[config.mk]
export PLATFORM = sky130hd
export DESIGN_NAME = pfa_ctrl
export DESIGN_NICKNAME = d
export VERILOG_FILES = /design/src/rtl/core/pfa_pkg.sv /design/src/rtl/core/pfa_ctrl.sv
export SDC_FILE = /design/constraint.sdc
export NUM_CORES = 1
export LEC_CHECK = 0
export CAP_MARGIN = 20
export CORE_AREA = 3 3 40 42
export DETAILED_ROUTE_END_ITERATION = 16
export DIE_AREA = 0 0 43 45
export DONT_BUFFER_PORTS = 1
export PLACE_DENSITY = 0.61
export SLEW_MARGIN = 20
export SYNTH_ARGS = -nofsm -noshare
export SYNTH_HDL_FRONTEND = slang
export SYNTH_SLANG_ARGS = --single-unit
export TNS_END_PERCENT = 50
[constraint.sdc]
create_clock -name clk -period 2.2 [get_ports clk]
set_input_delay 0.11 -clock clk [delete_from_list [all_inputs] [get_ports clk]]
set_output_delay 0.11 -clock clk [all_outputs]
set_load 0.05 [all_outputs]
[src/rtl/core/pfa_pkg.sv]
// ----------------------------------------------------------------------------
// pfa_pkg: shared types and constants for the paged frame allocator.
// Holds sizes, action and status codes, controller states and the command and
// status bundles between the controller and the datapath.
// ----------------------------------------------------------------------------
package pfa_pkg;

    // Sizes of the frame pool, process table and page lists.
    localparam int NUM_FRAMES = 256;
    localparam int FRAME_W    = $clog2(NUM_FRAMES);
    localparam int MAX_PROCS  = 16;
    localparam int SLOT_W     = $clog2(MAX_PROCS);
    localparam int MAX_PAGES  = 32;
    localparam int PAGE_W     = $clog2(MAX_PAGES);
    localparam int PT_ADDR_W  = SLOT_W + PAGE_W;
    localparam int PT_DEPTH   = MAX_PROCS * MAX_PAGES;

    // Field widths of the request, the response and the registers.
    localparam int COUNT_W = 9;
    localparam int TOTAL_W = 6;
    localparam int PID_W   = 16;
    localparam int LPAGE_W = 8;
    localparam int CFG_W   = 16;

    // Reset values and LFSR feedback.
    localparam logic [COUNT_W-1:0] FRAMES_RESET = COUNT_W'(NUM_FRAMES);
    localparam logic [15:0]        SEED_RESET   = 16'd44257;
    localparam logic [15:0]        LFSR_TAPS    = 16'hB400;

    // Configuration register indexes.
    localparam logic CFG_FRAMES = 1'b0;
    localparam logic CFG_SEED   = 1'b1;

    // Request actions.
    localparam logic [1:0] ACT_ALLOC   = 2'd0;
    localparam logic [1:0] ACT_DEALLOC = 2'd1;
    localparam logic [1:0] ACT_WRITE   = 2'd2;
    localparam logic [1:0] ACT_READ    = 2'd3;

    // Response status codes.
    localparam logic [2:0] ST_OK        = 3'd0;
    localparam logic [2:0] ST_NO_FRAMES = 3'd1;
    localparam logic [2:0] ST_NO_PROC   = 3'd2;
    localparam logic [2:0] ST_BAD_PAGE  = 3'd3;
    localparam logic [2:0] ST_FULL      = 3'd4;

    // Controller states.
    typedef enum logic [3:0] {
        S_IDLE,
        S_ALLOC_CHECK,
        S_ALLOC_DRAW,
        S_ALLOC_COMMIT,
        S_SCAN,
        S_SCAN_END,
        S_DEALLOC_READ,
        S_DEALLOC_FREE,
        S_DEALLOC_END,
        S_PAGE_WAIT,
        S_DONE
    } state_t;

    // Commands from the controller to the datapath.
    typedef struct packed {
        logic       capture;
        logic       alloc_start;
        logic       alloc_draw;
        logic       alloc_commit;
        logic       scan_step;
        logic       dealloc_start;
        logic       dealloc_free;
        logic       dealloc_end;
        logic       page_access;
        logic       res_load;
        logic [2:0] res_status;
        logic       out_load;
    } cmd_t;

    // Status from the datapath to the controller.
    typedef struct packed {
        logic [1:0] action;
        logic       too_few;
        logic       too_many;
        logic       no_slot;
        logic       draw_hit;
        logic       draw_last;
        logic       count_zero;
        logic       scan_last;
        logic       found;
        logic       pages_zero;
        logic       dealloc_last;
        logic       page_bad;
        logic       out_free;
    } stat_t;

    // Smallest all-ones mask that covers frame numbers below the pool size.
    function automatic logic [FRAME_W-1:0] draw_mask(input logic [COUNT_W-1:0] frames);
        logic [FRAME_W-1:0] m;
        logic [COUNT_W-1:0] top;
        top = frames - COUNT_W'(1);
        m   = top[FRAME_W-1:0];
        for (int i = 1; i < FRAME_W; i++)
        begin
            m = m | (m >> i);
        end
        return m;
    endfunction

endpackage

[src/rtl/core/pfa_ctrl.sv]
// ----------------------------------------------------------------------------
// pfa_ctrl: request sequencer of the paged frame allocator.
// Steps each request through slot scan, frame draws or page walks, and
// hands the result to the output register.
// ----------------------------------------------------------------------------
module pfa_ctrl (
    input  logic           clk,
    input  logic           rst_n,
    input  logic           req_valid,
    output logic           req_ready,
    input  pfa_pkg::stat_t stat,
    output pfa_pkg::cmd_t  cmd
);
    import pfa_pkg::*;

    state_t state_reg;
    state_t state_next;

    // State register.
    always_ff @(posedge clk or negedge rst_n)
    begin
        if (!rst_n)
        begin
            state_reg <= S_IDLE;
        end
        else
        begin
            state_reg <= state_next;
        end
    end

    // Next state and commands.
    always_comb
    begin
        state_next = state_reg;
        cmd        = '0;
        req_ready  = 1'b0;
        unique case (state_reg)
            S_IDLE:
            begin
                req_ready = 1'b1;
                if (req_valid)
                begin
                    cmd.capture = 1'b1;
                    state_next  = S_SCAN;
                end
            end
            S_SCAN:
            begin
                if (stat.action == ACT_ALLOC)
                begin
                    state_next = S_ALLOC_CHECK;
                end
                else
                begin
                    cmd.scan_step = 1'b1;
                    if (stat.scan_last)
                    begin
                        state_next = S_SCAN_END;
                    end
                end
            end
            S_ALLOC_CHECK:
            begin
                priority if (stat.too_few)
                begin
                    cmd.res_load   = 1'b1;
                    cmd.res_status = ST_NO_FRAMES;
                    state_next     = S_DONE;
                end
                else if (stat.too_many || stat.no_slot)
                begin
                    cmd.res_load   = 1'b1;
                    cmd.res_status = ST_FULL;
                    state_next     = S_DONE;
                end
                else
                begin
                    cmd.alloc_start = 1'b1;
                    state_next      = stat.count_zero ? S_ALLOC_COMMIT : S_ALLOC_DRAW;
                end
            end
            S_ALLOC_DRAW:
            begin
                cmd.alloc_draw = 1'b1;
                if (stat.draw_hit && stat.draw_last)
                begin
                    state_next = S_ALLOC_COMMIT;
                end
            end
            S_ALLOC_COMMIT:
            begin
                cmd.alloc_commit = 1'b1;
                cmd.res_load     = 1'b1;
                cmd.res_status   = ST_OK;
                state_next       = S_DONE;
            end
            S_SCAN_END:
            begin
                priority if (!stat.found)
                begin
                    cmd.res_load   = 1'b1;
                    cmd.res_status = ST_NO_PROC;
                    state_next     = S_DONE;
                end
                else if (stat.action == ACT_DEALLOC)
                begin
                    cmd.dealloc_start = 1'b1;
                    state_next = stat.pages_zero ? S_DEALLOC_END : S_DEALLOC_READ;
                end
                else if (stat.page_bad)
                begin
                    cmd.res_load   = 1'b1;
                    cmd.res_status = ST_BAD_PAGE;
                    state_next     = S_DONE;
                end
                else
                begin
                    state_next = S_PAGE_WAIT;
                end
            end
            S_DEALLOC_READ:
            begin
                state_next = S_DEALLOC_FREE;
            end
            S_DEALLOC_FREE:
            begin
                cmd.dealloc_free = 1'b1;
                state_next = stat.dealloc_last ? S_DEALLOC_END : S_DEALLOC_READ;
            end
            S_DEALLOC_END:
            begin
                cmd.dealloc_end = 1'b1;
                cmd.res_load    = 1'b1;
                cmd.res_status  = ST_OK;
                state_next      = S_DONE;
            end
            S_PAGE_WAIT:
            begin
                cmd.page_access = 1'b1;
                state_next      = S_DONE;
            end
            S_DONE:
            begin
                if (stat.out_free)
                begin
                    cmd.out_load = 1'b1;
                    state_next   = S_IDLE;
                end
            end
            default:
            begin
                state_next = S_IDLE;
            end
        endcase
    end

endmodule

==> results by group <==
Yosys
  – Post-synth ARST share: 1.000
  – Biggest area consumer among synthesized cells: dfrtp_1
  – Yosys warnings: 0
  – Syn avg cell area: 7.698 um2
  – Synth area leaders: dfrtp_1 (18%), nor3_1 (6.3%), nor4b_4 (4.3%)
  – Register area share after synthesis: 0.1806
  – Synth Flop Type: dfrtp_1
  – Post-synth top area share: 0.1806
  – Yosys cell types: 38
  – Mapped Area: 554.3 um2
  – Syn nets: 89
  – Register bit total from synthesis: 4
  – Commonest cells post-synth: nor3_1 (7), nand2_1 (6), nor2_1 (5)
  – Post-synth EDFFs: 0
  – Post-synthesis cell count: 72
  – Most common cell in the synthesized netlist: nor3_1

Floorplanning
  – Die Span Y: 45 um
  – I/O pin count: 32
  – Die width: 43 um
  – Starting density of the core: 0.4314
  – Core area: 1285 um2
  – Cell Rows: 13
  – DIE AREA: 1935 um2

Hold path
  – Worst Hold End: state_reg[2]$_DFFE_PN0P_
  – Hold_sp: stat[12]
  – Worst hold path type: in -> reg
  – Hold path depth: 2

GRT
  – Total gr overflow: 0
  – M1 GR Usage: 0.2112
  – M3 GR Usage: 0.06375
  – Vias in the first global route: 559
  – Initial antenna violation count: 0
  – Met2 Usage GRT: 0.2665
  – All-Layer GR Usage: 0.1628
  – First-pass GRT wire length: 2435 um
  – Largest net degree at the start of global routing: 18
  – GR peak layer: met2

Setup path
  – Crit path kind: reg -> out
  – Max incr delay on CP: 0.57 ns
  – Worst-path cell chain: nor2b_2 > nand2_1 > o22a_1 > o22ai_1 > buf_4
  – Worst path top cell family by delay: flip-flops
  – Worst setup EP type: output port
  – Reg2Reg Capture Point: state_reg[1]$_DFFE_PN0P_
  – Crit path max fanout: 11
  – Data arrival, critical path: 1.81 ns
  – Critical path startpoint category: flop
  – R2R depth: 4
  – Crit-path slowest cell: dfrtp_1
  – FF-to-FF Start: state_reg[2]$_DFFE_PN0P_
  – R2r setup slk: 0.41 ns
  – WP buf/inv: 1
  – Req. time, crit path: 2.09 ns

Route
  – WL per Instance: 14.78 um
  – Post-Route WL: 1434 um
  – Routed vias: 595
  – Antenna-violating nets left: 0
  – Pre-antenna DRT Iters: 4
  – DRT iter0 DRCs: 16
  – DRC: 0
  – Via density: 6.134

Placed design
  – Buffers on Ports: 0
  – Placed Cells: 93
  – GP Congestion: 0.8847
  – Final HPWL DP: 1158 um
  – Placement Setup Slack: 0.4187 ns

Timing
  – Worst-Margin Slew: 0.5942 ns
  – Minimum clock period: 1.924 ns
  – Final count of hold timing violations: 0
  – Relative slew slack: 0.6039
  – Setup violators final: 0
  – RSZ-0062 raised after global routing: false
  – Max Clk Rate: 0.5199 GHz
  – Setup TNS: 0 ns
  – Setup ws final: 0.2765 ns
  – Pins Over Slew Limit: 0
  – Fin crit share: 0.8743
  – Clock skew: 0.002257 ns

Finish
  – Final-stage net count: 101
  – Fillcell total: 136
  – Largest register FFs: 4
  – Area delta synth->final: 22.57%
  – Layout cells sized above 1: 0.3293
  – Antenna Cells: 0
  – Post-Layout Cell Count: 97

Clock network
  – Clock Sinks: 4
  – Cts repair resizes: 0
  – H-tree depth: 1
  – Clk Latency, worst-skew pair: 0.23 ns
  – CTS tree: built
  – Num CTS Buffers: 3
  – Clock-pin slew on the worst setup and hold paths: 0.04 ns
  – Root buf cell: clkbuf_4
  – CTS Buffer Depth: 2
  – Setup bufs post-CTS: 0

Flow run
  – Max-cap viol count: 0

Power and ir drop
  – IR drop worst, VDD: 0.6763 mV
  – Total leakage power: 0.0002918 uW
  – Pwr per Cell Area: 1571 nW/um2

Status
  – Status: completed
layout make-up:
class,count,area [um2],share of cell area
Multi-Input combinational cell,58,410.4,0.6041
Timing Repair Buffer,13,112.6,0.1657
Sequential cell,4,100.1,0.1473
Clock buffer,3,22.52,0.03315
Tap cell,15,18.77,0.02762
Inverter,4,15.01,0.02210
logic make-up (layout without fill, tap and decap cells):
logic type / Yosys count / in the layout / synth area share
AO/OA/AOI/OAI: 19 / 19 / 0.2754
buffers and inverters: 10 / 20 / 0.1016
flip-flops: 4 / 4 / 0.1806
multiplexers: 1 / 1 / 0.02031
AND/OR/NAND/NOR: 38 / 38 / 0.4222
how the worst max path moves through the flow:
stage                                         from                       end  slack [ns]  depth (start not counted)
after detailed placement  state_reg[2]$_DFFE_PN0P_  state_reg[1]$_DFFE_PN0P_        0.42                          4
final                     state_reg[2]$_DFFE_PN0P_                    cmd[4]        0.28                          5
after floorplan           state_reg[1]$_DFFE_PN0P_                   cmd[13]       -0.11                          4
after global placement    state_reg[0]$_DFFE_PN0P_  state_reg[0]$_DFFE_PN0P_        0.47                          4
after global routing      state_reg[2]$_DFFE_PN0P_                    cmd[4]        0.14                          5
after CTS                 state_reg[2]$_DFFE_PN0P_                    cmd[4]        0.28                          5
per-layer routing:
metal  up-vias  routed length [um]
li1        289                   -
met1       277                 627
met2        29                 679
met3         0                 127
met4         0                   0
met5         -                   0
metrics by stage:
stage / util / hold WS (ns) / instance area [um2] / total power (uW)
floorplan: - / -0.1856 / 566.8 / 855.5
global placement: 0.5034 / -0.1855 / 646.9 / 984.7
CTS: 0.5287 / 0.07817 / 679.4 / 1076
detailed placement: 0.5034 / -0.1855 / 646.9 / 980.2
global route: 0.5287 / 0.09703 / 679.4 / 1154
finish: 0.5287 / 0.08270 / 679.4 / 1067
layout by cell type, fill, tap and decap left out, types with 2 or more instances in the layout:
| master | count |
|---|---|
| nand2b_1 | 2 |
| nand4_1 | 2 |
| o22ai_1 | 2 |
| nand2_1 | 6 |
| a31oi_1 | 2 |
| nor2_1 | 5 |
| buf_4 | 11 |
| inv_1 | 4 |
| and3_1 | 3 |
| dfrtp_1 | 4 |
| nor3_1 | 7 |
| clkbuf_4 | 3 |
| a21oi_1 | 4 |
worst register-to-register path, delay by kind of cell (launching register included):
family | cells | cell delay, ns
flip-flops | 1 | 0.57
AO/OA/AOI/OAI | 2 | 0.43
multiplexers | 1 | 0.34
AND/OR/NAND/NOR | 1 | 0.32
timing repair:
action,CTS,global route
setup endpoints to repair,0,0
hold buffers,1,0
hold endpoints to repair,4,0
power by group:
group          switching, uW  internal (uW)
Clock                   26.7           60.8
Sequential               124            108
Combinational            447            301
Power figures use the tool's default switching activity.
